===== src/sv/websocket_frame_deframer_top_defines.svh =====
// ----------------------------------------------------------------------------
// WebSocket frame deframer: assertion macros
// Shared concurrent-assertion shorthands, clocked on aclk.
// ----------------------------------------------------------------------------
`ifndef WEBSOCKET_FRAME_DEFRAMER_TOP_DEFINES_SVH
`define WEBSOCKET_FRAME_DEFRAMER_TOP_DEFINES_SVH

// Same-cycle implication, disabled while reset is asserted.
`define WSDF_ASSERT_IMPL(lbl, rstn, ante, cons) \
    lbl: assert property (@(posedge aclk) disable iff (!(rstn)) (ante) |-> (cons)) \
        else $error("wsdf assertion failed");

// Next-cycle implication, disabled while reset is asserted.
`define WSDF_ASSERT_NEXT(lbl, rstn, ante, cons) \
    lbl: assert property (@(posedge aclk) disable iff (!(rstn)) (ante) |=> (cons)) \
        else $error("wsdf assertion failed");

`endif


===== src/sv/wsdf_pkg.sv =====
// ----------------------------------------------------------------------------
// WebSocket frame deframer package
// Status codes, header constants and the queue record shared by all modules.
// ----------------------------------------------------------------------------
package wsdf_pkg;

    typedef enum logic [2:0] {
        ST_TEXT       = 3'd0,
        ST_BINARY     = 3'd1,
        ST_CLOSE      = 3'd2,
        ST_PING       = 3'd3,
        ST_PONG       = 3'd4,
        ST_INCOMPLETE = 3'd5,
        ST_ERROR      = 3'd6
    } wsdf_status_t;

    localparam logic [3:0]  OP_TEXT      = 4'h1;
    localparam logic [3:0]  OP_BINARY    = 4'h2;
    localparam logic [3:0]  OP_CLOSE     = 4'h8;
    localparam logic [3:0]  OP_PING      = 4'h9;
    localparam logic [3:0]  OP_PONG      = 4'hA;

    localparam logic [6:0]  LEN_CODE_16  = 7'h7E;
    localparam logic [6:0]  LEN_CODE_64  = 7'h7F;
    localparam int          POS_W        = 17;
    localparam logic [16:0] POS_MAX      = 17'h1FFFF;
    localparam int          TDATA_W      = 32;

    // One queue entry: what a single input word produced.
    typedef struct packed {
        logic         has_payload;
        logic [7:0]   payload_byte;
        logic         has_status;
        wsdf_status_t status;
        logic [15:0]  payload_length;
    } wsdf_rec_t;

    typedef struct packed {
        logic         ok;
        wsdf_status_t st;
    } wsdf_op_t;

    function automatic wsdf_op_t opcode_map(input logic [3:0] op);
        wsdf_op_t r;
        r.ok = 1'b1;
        case (op)
            OP_TEXT:   r.st = ST_TEXT;
            OP_BINARY: r.st = ST_BINARY;
            OP_CLOSE:  r.st = ST_CLOSE;
            OP_PING:   r.st = ST_PING;
            OP_PONG:   r.st = ST_PONG;
            default: begin
                r.ok = 1'b0;
                r.st = ST_ERROR;
            end
        endcase
        return r;
    endfunction

endpackage


===== src/sv/wsdf_parser.sv =====
// ----------------------------------------------------------------------------
// WebSocket frame deframer: header parser (front end)
// Tracks the byte position, checks the header, captures length and key,
// unmasks payload words and builds the end-of-buffer status.
// ----------------------------------------------------------------------------
`include "websocket_frame_deframer_top_defines.svh"

module wsdf_parser
    import wsdf_pkg::*;
(
    input  logic       aclk,
    input  logic       aresetn,
    input  logic       s_tvalid,
    output logic       s_tready,
    input  logic [7:0] s_tdata,    // [7:0] data_byte
    input  logic       s_tlast,    // last_byte
    input  logic       q_full,
    output logic       push,
    output wsdf_rec_t  push_rec
);

    logic [POS_W-1:0] pos_reg, pos_next;
    logic [7:0]       hf_reg, hf_next;
    logic [6:0]       slc_reg, slc_next;
    logic [15:0]      ext_reg, ext_next;
    logic [31:0]      key_reg, key_next;
    logic             herr_reg, herr_next;

    logic             accept;
    logic             is126;
    logic [POS_W-1:0] hdr;
    logic [POS_W-1:0] body;
    logic [POS_W-1:0] body_end;
    logic [POS_W-1:0] len17;
    logic [1:0]       kidx;
    logic [7:0]       kbyte;
    wsdf_op_t         op_now;
    wsdf_op_t         op_last;
    logic             n_is126;
    logic [POS_W-1:0] n_len;
    logic [POS_W-1:0] n_need;
    wsdf_rec_t        rec;

    assign s_tready = !q_full;
    assign accept   = s_tvalid && !q_full;

    assign is126    = (slc_reg == LEN_CODE_16);
    assign hdr      = is126 ? POS_W'(4) : POS_W'(2);
    assign body     = hdr + POS_W'(4);
    assign len17    = is126 ? {1'b0, ext_reg} : POS_W'(slc_reg);
    assign body_end = body + len17;
    assign kidx     = pos_reg[1:0] - hdr[1:0];
    assign op_now   = opcode_map(hf_reg[3:0]);

    always_comb begin
        case (kidx)
            2'd0:    kbyte = key_reg[31:24];
            2'd1:    kbyte = key_reg[23:16];
            2'd2:    kbyte = key_reg[15:8];
            default: kbyte = key_reg[7:0];
        endcase
    end

    always_comb begin
        pos_next  = pos_reg;
        hf_next   = hf_reg;
        slc_next  = slc_reg;
        ext_next  = ext_reg;
        key_next  = key_reg;
        herr_next = herr_reg;
        rec       = '0;
        op_last   = opcode_map(hf_reg[3:0]);
        n_is126   = 1'b0;
        n_len     = '0;
        n_need    = '0;

        if (accept) begin
            if (pos_reg == '0) begin
                hf_next = s_tdata;
            end else if (pos_reg == POS_W'(1)) begin
                slc_next  = s_tdata[6:0];
                herr_next = (hf_reg[6:4] != 3'b000) || !hf_reg[7] || !s_tdata[7]
                            || !op_now.ok;
            end else if (!herr_reg && slc_reg != LEN_CODE_64) begin
                if (is126 && pos_reg < POS_W'(4)) begin
                    ext_next = {ext_reg[7:0], s_tdata};
                end
                if (pos_reg >= hdr && pos_reg < body) begin
                    case (kidx)
                        2'd0:    key_next[31:24] = s_tdata;
                        2'd1:    key_next[23:16] = s_tdata;
                        2'd2:    key_next[15:8]  = s_tdata;
                        default: key_next[7:0]   = s_tdata;
                    endcase
                end else if (pos_reg >= body && pos_reg < body_end) begin
                    rec.has_payload  = 1'b1;
                    rec.payload_byte = s_tdata ^ kbyte;
                end
            end

            if (pos_reg != POS_MAX) begin
                pos_next = pos_reg + POS_W'(1);
            end

            // End of buffer: judge with the state as updated by this word.
            if (s_tlast) begin
                op_last = opcode_map(hf_next[3:0]);
                n_is126 = (slc_next == LEN_CODE_16);
                n_len   = n_is126 ? {1'b0, ext_next} : POS_W'(slc_next);
                n_need  = n_len + (n_is126 ? POS_W'(8) : POS_W'(6));
                rec.has_status = 1'b1;
                if (pos_next < POS_W'(2)) begin
                    rec.status = ST_INCOMPLETE;
                end else if (herr_next) begin
                    rec.status = ST_ERROR;
                end else if (slc_next == LEN_CODE_64) begin
                    rec.status = (pos_next < POS_W'(10)) ? ST_INCOMPLETE : ST_ERROR;
                end else if (n_is126 && pos_next < POS_W'(4)) begin
                    rec.status = ST_INCOMPLETE;
                end else if (n_len != '0 && n_need > pos_next) begin
                    rec.status = ST_INCOMPLETE;
                end else begin
                    rec.status         = op_last.st;
                    rec.payload_length = n_len[15:0];
                end
                // Return to the idle header state for the next buffer.
                pos_next  = '0;
                hf_next   = '0;
                slc_next  = '0;
                ext_next  = '0;
                key_next  = '0;
                herr_next = 1'b0;
            end
        end
    end

    assign push     = accept && (rec.has_payload || rec.has_status);
    assign push_rec = rec;

    always_ff @(posedge aclk) begin
        if (!aresetn) begin
            pos_reg  <= '0;
            hf_reg   <= '0;
            slc_reg  <= '0;
            ext_reg  <= '0;
            key_reg  <= '0;
            herr_reg <= 1'b0;
        end else begin
            pos_reg  <= pos_next;
            hf_reg   <= hf_next;
            slc_reg  <= slc_next;
            ext_reg  <= ext_next;
            key_reg  <= key_next;
            herr_reg <= herr_next;
        end
    end

    `WSDF_ASSERT_NEXT(a_last_rewinds, aresetn, accept && s_tlast, pos_reg == '0)
    `WSDF_ASSERT_IMPL(a_err_after_hdr, aresetn, herr_reg, pos_reg >= POS_W'(2))

endmodule


===== src/sv/wsdf_queue.sv =====
// ----------------------------------------------------------------------------
// WebSocket frame deframer: record queue
// Small register FIFO between the parser and the emitter.
// ----------------------------------------------------------------------------
`include "websocket_frame_deframer_top_defines.svh"

module wsdf_queue
    import wsdf_pkg::*;
#(
    parameter int DEPTH = 4
) (
    input  logic      aclk,
    input  logic      aresetn,
    input  logic      push,
    input  wsdf_rec_t push_rec,
    input  logic      pop,
    output wsdf_rec_t head,
    output logic      empty,
    output logic      full
);

    localparam int AW = (DEPTH > 1) ? $clog2(DEPTH) : 1;
    localparam int CW = $clog2(DEPTH + 1);

    wsdf_rec_t     mem_reg [DEPTH];
    logic [AW-1:0] wr_reg, wr_next;
    logic [AW-1:0] rd_reg, rd_next;
    logic [CW-1:0] cnt_reg, cnt_next;
    logic          do_pop;

    assign empty  = (cnt_reg == '0);
    assign full   = (cnt_reg == CW'(DEPTH));
    assign head   = mem_reg[rd_reg];
    assign do_pop = pop && !empty;

    always_comb begin
        wr_next  = wr_reg;
        rd_next  = rd_reg;
        cnt_next = cnt_reg;
        if (push) begin
            wr_next = (wr_reg == AW'(DEPTH - 1)) ? '0 : wr_reg + AW'(1);
        end
        if (do_pop) begin
            rd_next = (rd_reg == AW'(DEPTH - 1)) ? '0 : rd_reg + AW'(1);
        end
        case ({push, do_pop})
            2'b10:   cnt_next = cnt_reg + CW'(1);
            2'b01:   cnt_next = cnt_reg - CW'(1);
            default: cnt_next = cnt_reg;
        endcase
    end

    always_ff @(posedge aclk) begin
        if (!aresetn) begin
            wr_reg  <= '0;
            rd_reg  <= '0;
            cnt_reg <= '0;
        end else begin
            wr_reg  <= wr_next;
            rd_reg  <= rd_next;
            cnt_reg <= cnt_next;
        end
    end

    always_ff @(posedge aclk) begin
        if (push) begin
            mem_reg[wr_reg] <= push_rec;
        end
    end

    `WSDF_ASSERT_IMPL(a_no_overflow, aresetn, push, !full)
    `WSDF_ASSERT_IMPL(a_count_range, aresetn, 1'b1, cnt_reg <= CW'(DEPTH))

endmodule


===== src/sv/wsdf_emitter.sv =====
// ----------------------------------------------------------------------------
// WebSocket frame deframer: result emitter (back end)
// Splits each queue record into payload and status words behind an
// output register.
// ----------------------------------------------------------------------------
`include "websocket_frame_deframer_top_defines.svh"

module wsdf_emitter
    import wsdf_pkg::*;
(
    input  logic               aclk,
    input  logic               aresetn,
    input  wsdf_rec_t          head,
    input  logic               q_empty,
    output logic               pop,
    output logic               m_tvalid,
    input  logic               m_tready,
    output logic [TDATA_W-1:0] m_tdata,   // [7:0] payload_byte, [10:8] status,
                                          // [26:11] payload_length, rest zero
    output logic               m_tlast    // kind
);

    logic               valid_reg, valid_next;
    logic               last_reg, last_next;
    logic [TDATA_W-1:0] data_reg, data_next;
    logic               phase_reg, phase_next;
    logic               load;

    assign load = !q_empty && (!valid_reg || m_tready);

    always_comb begin
        valid_next = valid_reg;
        last_next  = last_reg;
        data_next  = data_reg;
        phase_next = phase_reg;
        pop        = 1'b0;
        if (m_tready) begin
            valid_next = 1'b0;
        end
        if (load) begin
            valid_next = 1'b1;
            if (!phase_reg && head.has_payload) begin
                last_next = 1'b0;
                data_next = TDATA_W'(head.payload_byte);
                if (head.has_status) begin
                    phase_next = 1'b1;
                end else begin
                    pop = 1'b1;
                end
            end else begin
                last_next  = 1'b1;
                data_next  = TDATA_W'({head.payload_length, head.status, 8'h00});
                phase_next = 1'b0;
                pop        = 1'b1;
            end
        end
    end

    always_ff @(posedge aclk) begin
        if (!aresetn) begin
            valid_reg <= 1'b0;
            phase_reg <= 1'b0;
        end else begin
            valid_reg <= valid_next;
            phase_reg <= phase_next;
        end
    end

    always_ff @(posedge aclk) begin
        last_reg <= last_next;
        data_reg <= data_next;
    end

    assign m_tvalid = valid_reg;
    assign m_tlast  = last_reg;
    assign m_tdata  = data_reg;

    `WSDF_ASSERT_IMPL(a_phase_holds_pair, aresetn, phase_reg,
        !q_empty && head.has_payload && head.has_status)

endmodule


===== src/sv/websocket_frame_deframer_top.sv =====
// Flow: an accepted input word is stored as a record in the queue, and its result
// words then pass the output register; a status word follows its payload word.
// Throughput: one input word per cycle while the queue has room; a payload word
// that also ends the buffer yields two output words, so it costs one extra slot,
// absorbed by the record queue (QUEUE_DEPTH entries) between front and back.
// Reset: aresetn is synchronous, active low; it clears parser state, queue
// pointers and the output valid.
// ----------------------------------------------------------------------------
// WebSocket frame deframer top level
// Parses one client-to-server frame per buffer, unmasks the payload and
// reports the frame type, incomplete or error on the buffer's last word.
// ----------------------------------------------------------------------------
module websocket_frame_deframer_top
    import wsdf_pkg::*;
#(
    parameter int QUEUE_DEPTH = 4
) (
    input  logic               aclk,
    input  logic               aresetn,
    // Input stream: raw frame bytes.
    input  logic               s_tvalid,
    output logic               s_tready,
    input  logic [7:0]         s_tdata,   // [7:0] data_byte
    input  logic               s_tlast,   // last_byte
    // Result stream: payload words, then one status word per buffer.
    output logic               m_tvalid,
    input  logic               m_tready,
    output logic [TDATA_W-1:0] m_tdata,   // [7:0] payload_byte, [10:8] status,
                                          // [26:11] payload_length, [31:27] zero
    output logic               m_tlast    // kind: 0 payload word, 1 status word
);

    // Front end to queue.
    logic      push;
    wsdf_rec_t push_rec;
    logic      q_full;

    // Queue to back end.
    wsdf_rec_t head;
    logic      q_empty;
    logic      pop;

    // Front end: accept a word every cycle the queue has room, track the
    // header, and push one record per word that produces anything.
    wsdf_parser u_parser (
        .aclk     (aclk),
        .aresetn  (aresetn),
        .s_tvalid (s_tvalid),
        .s_tready (s_tready),
        .s_tdata  (s_tdata),
        .s_tlast  (s_tlast),
        .q_full   (q_full),
        .push     (push),
        .push_rec (push_rec)
    );

    // Decouple the two sides so output stalls do not stall parsing at once.
    wsdf_queue #(
        .DEPTH (QUEUE_DEPTH)
    ) u_queue (
        .aclk     (aclk),
        .aresetn  (aresetn),
        .push     (push),
        .push_rec (push_rec),
        .pop      (pop),
        .head     (head),
        .empty    (q_empty),
        .full     (q_full)
    );

    // Back end: drain records, emit payload first and status after it.
    wsdf_emitter u_emitter (
        .aclk     (aclk),
        .aresetn  (aresetn),
        .head     (head),
        .q_empty  (q_empty),
        .pop      (pop),
        .m_tvalid (m_tvalid),
        .m_tready (m_tready),
        .m_tdata  (m_tdata),
        .m_tlast  (m_tlast)
    );

endmodule

===== config.mk =====
export PLATFORM = sky130hd
export DESIGN_NAME = websocket_frame_deframer_top
export DESIGN_NICKNAME = d
export VERILOG_FILES = /design/src/sv/wsdf_pkg.sv /design/src/sv/wsdf_parser.sv /design/src/sv/wsdf_queue.sv /design/src/sv/wsdf_emitter.sv /design/src/sv/websocket_frame_deframer_top.sv
export VERILOG_INCLUDE_DIRS = /design/src /design/src/sv
export SDC_FILE = /design/constraint.sdc
export NUM_CORES = 1
export LEC_CHECK = 0
export ABC_AREA = 0
export BUFFER_PORTS_ARGS = -buffer_cell sky130_fd_sc_hd__buf_2
export CAP_MARGIN = 20
export CELL_PAD_IN_SITES_DETAIL_PLACEMENT = 2
export CELL_PAD_IN_SITES_GLOBAL_PLACEMENT = 2
export CORE_AREA = 2 2 237 146
export CTS_BUF_LIST = sky130_fd_sc_hd__clkbuf_8
export CTS_CLUSTER_DIAMETER = 200
export DETAILED_ROUTE_END_ITERATION = 6
export DIE_AREA = 0 0 239 148
export PLACE_DENSITY_LB_ADDON = 0.1
export SLEW_MARGIN = 20
export SYNTH_ARGS = -nofsm -noshare
export SYNTH_HDL_FRONTEND = slang
export SYNTH_SLANG_ARGS = --single-unit
export TNS_END_PERCENT = 1

===== constraint.sdc =====
create_clock -name aclk -period 5.2 [get_ports aclk]
set_clock_uncertainty 0.05 [all_clocks]
set_input_delay 0.78 -clock aclk [delete_from_list [all_inputs] [get_ports aclk]]
set_output_delay 0.78 -clock aclk [all_outputs]
set_load 0.01 [all_outputs]

After elaboration in Yosys (flattened, before gate mapping)
Memories as Yosys holds them, arrays and structs flattened. A register that Yosys moved wholly into a read port is not among the register bits.
Index checks and enable logic that the tools add are counted.
{"block": "word_totals", "register_bits": 123, "mem_bits_rw": 116, "inputBits": 13, "output_inout_bits": 35, "word_cells": 180, "n_memories": 1}
{"block": "op_classes", "n_addsub": 9, "n_lt_le_gt_ge": 9, "eq_ne": 28, "mux": 69, "n_bitwise": 1, "n_reduce_logical": 44}
{"memory": "u_queue.mem_reg", "words": 4, "width": 29, "read_ports": 1, "rd_clocked_by_memory_dff": 1, "write_ports": 1, "line_no": "wsdf_queue.sv:25", "rtl": "wsdf_rec_t mem_reg [DEPTH];"}
{"operator": "2-to-1 mux 16 bit", "count": 13}
{"operator": "2-to-1 mux 32 bit", "count": 5}
{"operator": "2-to-1 mux 8 bit", "count": 7}
{"operator": "2-to-1 mux 17 bit", "count": 3}
{"operator": "2-to-1 mux 9 bit", "count": 5}
{"operator": "adder 17 bit", "count": 2}
{"operator": ">= comparator 17 bit", "count": 2}
{"operator": "< comparator 17 bit", "count": 2}
{"operator": "< comparator 17 x 3 -> 1 bit (second input constant)", "count": 2}
{"operator": "2-to-1 mux 29 bit", "count": 1}
{"operator": "2-to-1 mux 7 bit", "count": 4}
{"operator": "equality test 4 bit (second input constant)", "count": 6}
{"operator": "case mux 8 bit (3 select lines)", "count": 1}
{"operator": "AND reduction 6 bit", "count": 4}
{"operator": "equality test 7 bit (second input constant)", "count": 3}
{"operator": "2-to-1 mux 20 bit", "count": 1}
{"operator": "2-to-1 mux 3 bit", "count": 6}
{"operator": "adder 17 x 1 -> 17 bit (second input constant)", "count": 1}
{"operator": "adder 17 x 3 -> 17 bit (second input constant)", "count": 1}
{"operator": "equality test 17 x 1 -> 1 bit (second input constant)", "count": 1}
{"operator": "> comparator 17 bit", "count": 1}
{"operator": "zero test 17 bit", "count": 1}
{"operator": "< comparator 17 x 2 -> 1 bit (second input constant)", "count": 1}
{"operator": "< comparator 17 x 4 -> 1 bit (second input constant)", "count": 1}
{"operator": "other kinds (31)", "count": 86}

Logic depth before layout (Yosys ltp)
{"block": "depth", "word_depth": 22, "mapped_depth": 28, "mapped_depth_nobuf": 26}

Hierarchy
A second synthesis with hierarchy kept.
{"block": "hier_totals", "cells_unflattened": 1133, "area_unflattened_um2": 12717.2}
{"mod": "wsdf_parser", "n_inst": 1, "cells_each": 856, "area_per_inst_um2": 6847.8, "seq_area_each_um2": 1621.6}
{"mod": "wsdf_queue", "n_inst": 1, "cells_each": 202, "area_per_inst_um2": 4662.0, "seq_area_each_um2": 3663.5}
{"mod": "wsdf_emitter", "n_inst": 1, "cells_each": 75, "area_per_inst_um2": 1207.4, "seq_area_each_um2": 880.8}

Least setup slack after synthesis
Ideal clock, no wire load.
{"block": "synth_timing", "kind": "reg2reg", "startpoint": "register u_parser.pos_reg[0]", "endpoint": "memory u_queue.mem_reg[0][18] (netlist name) (data pin)", "setup_time_ns": 0.264, "arrival_time_ns": 4.991, "required_time_ns": 4.886, "slack_ns": -0.104, "path_stages_with_launch": 21, "n_path_buf": 4, "period_less_slack_ns": 5.304, "path_cell_list": "dfxtp_1 -> clkbuf_1 -> inv_1 -> ha_1 -> nand3b_1 -> or2_1 -> o21a_4 -> buf_6 -> clkbuf_1 -> a21oi_1 -> ha_1 -> o21ai_2 -> nor4_1 -> xor2_1 -> ha_1 -> nand4_1 -> or2_2 -> o41ai_1 -> a31oi_4 -> buf_12 -> o21a_1"}
{"item": "from (decl)", "line_no": "wsdf_parser.sv:22", "rtl": "logic [POS_W-1:0] pos_reg, pos_next;"}
{"item": "from (signal assigned)", "line_no": "wsdf_parser.sv:149", "rtl": "pos_reg <= pos_next;"}
{"item": "to (decl)", "line_no": "wsdf_queue.sv:25"}

==> out/summary.md <==
The run finished with clean final reports. In the final routed layout, each cell accounts on average for 27.86 µm. At the later pin of the worst-skew pair, clock insertion delay measures 0.58 ns. For the worst setup path, the data arrival time is 5.43 ns. The fraction of final layout cells sized beyond drive strength 1 is 26.63%. For the setup total negative slack, the log shows 0 ns. The detail route stage leaves a number of antenna-violating nets equal to 0. The number of cells on the worst reg-to-reg path came out at 21. Sorting the synthesized cells by area gives the leading types as sky130_fd_sc_hd__edfxtp_1 (34%), sky130_fd_sc_hd__dfxtp_1 (14%), sky130_fd_sc_hd__mux4_2 (6.5%).

Static timing analysis puts the maximum clock frequency at 0.1932 GHz. Share of the synthesized area in the top cell type: 33.83%. In the final layout, the multi-input gates occupy 6432 µm².

The total of buffers placed on input and output ports was 42. The number of gates on the worst path with buffers counted is 21, and the worst slew margin relative to its limit is 32.44%. In the routed layout, each cell is associated on average with a via count of 5.947.

For this block, the via count after detailed routing is 10585. The final worst setup slack is 0.02505 ns. STA classifies the critical path endpoint as a flop.

The run gives 5.45 ns as the worst endpoint required time. Number of design rule violations left after detail routing: 0. Floorplan die width: 239 µm.

Walking the worst path, the cells encountered are nor4_2 -> buf_4 -> and4_1 -> buf_4 -> and3_4 -> buf_4 -> nand4_1 -> a21oi_2 -> o211ai_1 -> nor4_4 -> xor2_1 -> ha_1 -> a21o_1 -> a21o_1 -> a21oi_1 -> o21ai_0 -> buf_4 -> o41ai_4 -> a31oi_4 -> buf_4 -> nor4_2. The tool flagged a number of max-cap violations equal to 0. Wire segments on met2 add up to 21.39 mm in the final route. The family with the most delay on the worst path is simple AND/OR/NAND/NOR gates. The largest fanout of any net on the critical path is 7, and the area of the die is 35370 µm². STA classifies the critical path startpoint as a flop. The filler cells instantiated in the layout total 3418.

The highest metal layer used by the detailed router was met4. TritonCTS built the clock tree. Clock-pin slew was measured on the worst setup and hold paths at 0.07 ns. For the via count of the first global-routing pass, the log shows 11315. Once layout is complete, the utilization of the core stands at 46.20%. The slowest stage of the critical path belongs to the cell sky130_fd_sc_hd__nor4_2. The endpoint of the worst register-to-register path was u_queue.mem_reg[2][3]. Counting both buffers and inverters, the worst setup path holds a total of 5.

The tools report the end of the worst hold path as u_parser.key_reg[21]. Pin placement for this block handled 48 I/O pins. The total area inside the core boundary comes to 33180 µm². The count of final hold-check violations came out at 0. The first global-routing pass estimated 73.58 mm of wire. The detailed router put a total of 23.95 mm of wire on met1. At the pin with the least slew margin, the transition time is 1.010 ns. The tools report the peak ir drop on the vdd network as 0.2261 mV. Summed over all layers, the global routing overflow is 0. Summed over all cells, the static leakage comes to 5.690 nW. For the antenna diode count, the log shows 0. The number of max-slew violations in the final report came out at 0. The average instance in the mapped netlist occupies 10.82 µm². The tools report the sink count of the clock tree as 236. Of the available clock period, the critical path in the final layout requires 99.52%. Across the whole layout, storage elements account for 6172 µm². The area growth from synthesis to layout is 19.93%.

In this run the deepest clock path goes through 3 buffers. For the number of warnings issued by yosys, the log shows 0. On the worst path, the slowest cell contributes a delay of 0.43 ns. Synthesis handed over a netlist of 1181 instances.

Setup repair after global routing could not meet its margin everywhere. The post-synthesis sequential element count was 236. The standard-cell row count was 52; the number of distinct library cell variants in the gate-level netlist after synthesis was 87. The tools report the instance count after placement with tap cells included as 1693.

The flip-flop count of the largest register, all copies and words added is 116, and the starting density of the core is 38.53%. The run gives 35.72 mm as the half-perimeter wire length after placement. The fraction of synthesis flops using an asynchronous set or reset pin came out at 0%. The first detailed-routing pass ran for 4 iterations.

The largest net degree at the start of global routing was 47; the share of synthesized area occupied by flip-flops and latches was 48.23%. The combined area of all synthesized cells was 12780 µm². Global routing used 28.05% of the available tracks.

The worst path needs 5.175 ns of the cycle, external delays included. After the last flow step, the layout net total stands at 1379. The path class of the tightest hold or removal check is reg2reg.

Overall die height: 148 µm. The tree is rooted in a sky130_fd_sc_hd__clkbuf_8. The synthesized design spends more area on one cell type than any other, namely sky130_fd_sc_hd__edfxtp_1. Counting stages on the worst path, the most repeated cell is sky130_fd_sc_hd__buf_4. The flip-flop cell with the highest count after synthesis was sky130_fd_sc_hd__edfxtp_1. Count of flip-flops with a built-in enable after synthesis: 144. After detailed routing, the total wire length is 49.59 mm. The tools report the number of DRC markers after the initial detailed-route iteration as 923.

Setup violations remaining at the end of the flow were counted as 0. Overall power consumption after layout is estimated at 0.005122 W. The commonest cells after synthesis are sky130_fd_sc_hd__nor2_1 (145), sky130_fd_sc_hd__edfxtp_1 (144), sky130_fd_sc_hd__dfxtp_1 (92). The dominant cell by count in the synthesized netlist was sky130_fd_sc_hd__nor2_1. For the initial antenna violation count, the log shows 0.

Startpoint of the most critical hold path: u_parser.key_reg[21]. The worst flop-to-flop path startpoint was u_parser.pos_reg[8]. In this run the number of H-tree levels came out at 2. Detailed routing placed a total of 3.298 mm of wire on met3. Category of the critical setup timing path: reg2reg. The logs give 0.9025 for the routability congestion estimate from global placement and 0.03 ns for the setup slack of the most critical reg-to-reg path. The power density relative to cell area was 334.1 nW/µm²; the count of placed standard cells in the final layout, fillers left out was 1780.

Prior to clock tree synthesis, the placed netlist has a worst setup slack of -0.7753 ns. Counting the buffers created by CTS gives 41. The number of cells on the worst hold path works out to 2.
==> per-stage QoR <==
stage          hold slack, ns  instance area, µm²
2_1_floorplan          0.4041               12810
3_3_place_gp           0.4225               14100
3_5_place_dp           0.4444               14100
4_1_cts                0.4632               15000
5_1_grt                0.4832               15330
6_report               0.4533               15330
==> layout by cell type, fill, tap and decap left out, types with 5 or more instances in the layout <==
master	netlist	final
sky130_fd_sc_hd__nor4_4	3	12
sky130_fd_sc_hd__nand4_1	20	20
sky130_fd_sc_hd__conb_1	1	5
sky130_fd_sc_hd__ha_1	48	46
sky130_fd_sc_hd__mux4_2	37	37
sky130_fd_sc_hd__a22oi_1	68	68
sky130_fd_sc_hd__o21ai_0	41	40
sky130_fd_sc_hd__nand3_1	23	23
sky130_fd_sc_hd__nor3_1	24	20
sky130_fd_sc_hd__a21o_1	14	14
sky130_fd_sc_hd__nor4_2	4	8
sky130_fd_sc_hd__nor2b_1	27	26
sky130_fd_sc_hd__and3_1	14	14
sky130_fd_sc_hd__buf_2	13	42
sky130_fd_sc_hd__nor2_1	145	143
sky130_fd_sc_hd__and2_1	23	23
sky130_fd_sc_hd__dfxtp_1	92	87
sky130_fd_sc_hd__a21oi_1	50	45
sky130_fd_sc_hd__o21a_1	6	5
sky130_fd_sc_hd__nor3_4	0	5
sky130_fd_sc_hd__dfxtp_2	0	5
sky130_fd_sc_hd__mux2i_1	19	18
sky130_fd_sc_hd__buf_4	8	129
sky130_fd_sc_hd__clkbuf_8	0	47
sky130_fd_sc_hd__o211ai_1	5	5
sky130_fd_sc_hd__nand3b_1	6	6
sky130_fd_sc_hd__o31ai_1	6	5
sky130_fd_sc_hd__or3_1	7	7
sky130_fd_sc_hd__nand2_1	69	68
sky130_fd_sc_hd__xor2_1	15	15
sky130_fd_sc_hd__a21oi_2	2	6
sky130_fd_sc_hd__clkinv_1	2	7
sky130_fd_sc_hd__and4_1	8	7
sky130_fd_sc_hd__edfxtp_1	144	144
sky130_fd_sc_hd__nor3_2	6	5
sky130_fd_sc_hd__xnor2_1	23	23
sky130_fd_sc_hd__a31oi_1	15	15
sky130_fd_sc_hd__inv_1	25	39
sky130_fd_sc_hd__nor4_1	24	11
==> metal layers <==
metal | GRT usage, % | vias up
met5 | 0 | -
met4 | 7.125 | 0
met3 | 7.246 | 69
met2 | 41.22 | 301
met1 | 40.98 | 5523
li1 | - | 4692
==> final cells by class <==
class	count	area share (%)
clock inverter	27	0.9467
clock buffer	47	4.219
tap	432	3.526
sequential	236	40.26
multi-input combinational	833	41.96
inverter	28	0.7019
timing repair buffer	177	8.390
==> power by group <==
part / switching, W / internal [W] / total, W
combinational: 0.000666 / 0.000393 / 0.00106
clock: 0.000859 / 0.000880 / 0.00174
sequential: 0.000102 / 0.00222 / 0.00233
==> how the worst max path moves through the flow <==
stage	start	end	slack, ns
finish	u_parser.pos_reg[8]	u_queue.mem_reg[2][3]	0.03
global route	u_parser.pos_reg[8]	u_queue.mem_reg[3][13]	-0.11
global placement	u_parser.pos_reg[16]	u_queue.mem_reg[0][8]	-0.02
detailed placement	u_parser.pos_reg[16]	u_queue.mem_reg[0][12]	-0.78
floorplan	u_parser.slc_reg[1]	u_queue.cnt_reg[2]	-0.09
CTS	u_parser.pos_reg[0]	u_queue.mem_reg[1][0]	-0.05
==> worst reg2reg max path, delay by kind of cell, from the launching register on <==
| family | cells | cell delay, ns |
|---|---|---|
| simple gates | 6 | 1.76 |
| compound gates | 8 | 1.47 |
| xor+xnor | 1 | 0.19 |
| buf+inv | 5 | 0.83 |
| flops | 1 | 0.34 |
| fa+ha+maj | 1 | 0.27 |
==> logic make-up (layout without fill, tap and decap cells) <==
kind of cell	count (synthesis)	count (layout)	synth area share (%)
xor gates and xnor gates	38	38	2.604
and+or+nand+nor	428	428	17.86
other	1	5	0.02933
muxes	61	61	8.476
buffers and inverters	116	279	4.209
adders and majority gates	49	49	4.855
DFF	236	236	48.23
AOI/OAI and AO/OA	252	252	13.73
==> repair_timing <==
action                                  CTS  global route
endpoints found under the setup margin   77           165
pin swaps                                 0            25
buffers inserted                          0            13
gates resized for setup                  16            46
endpoints found under the hold margin     0             0
cloned                                    0             1
hold buffers                              0             0
(Power assumes the default switching activity.)
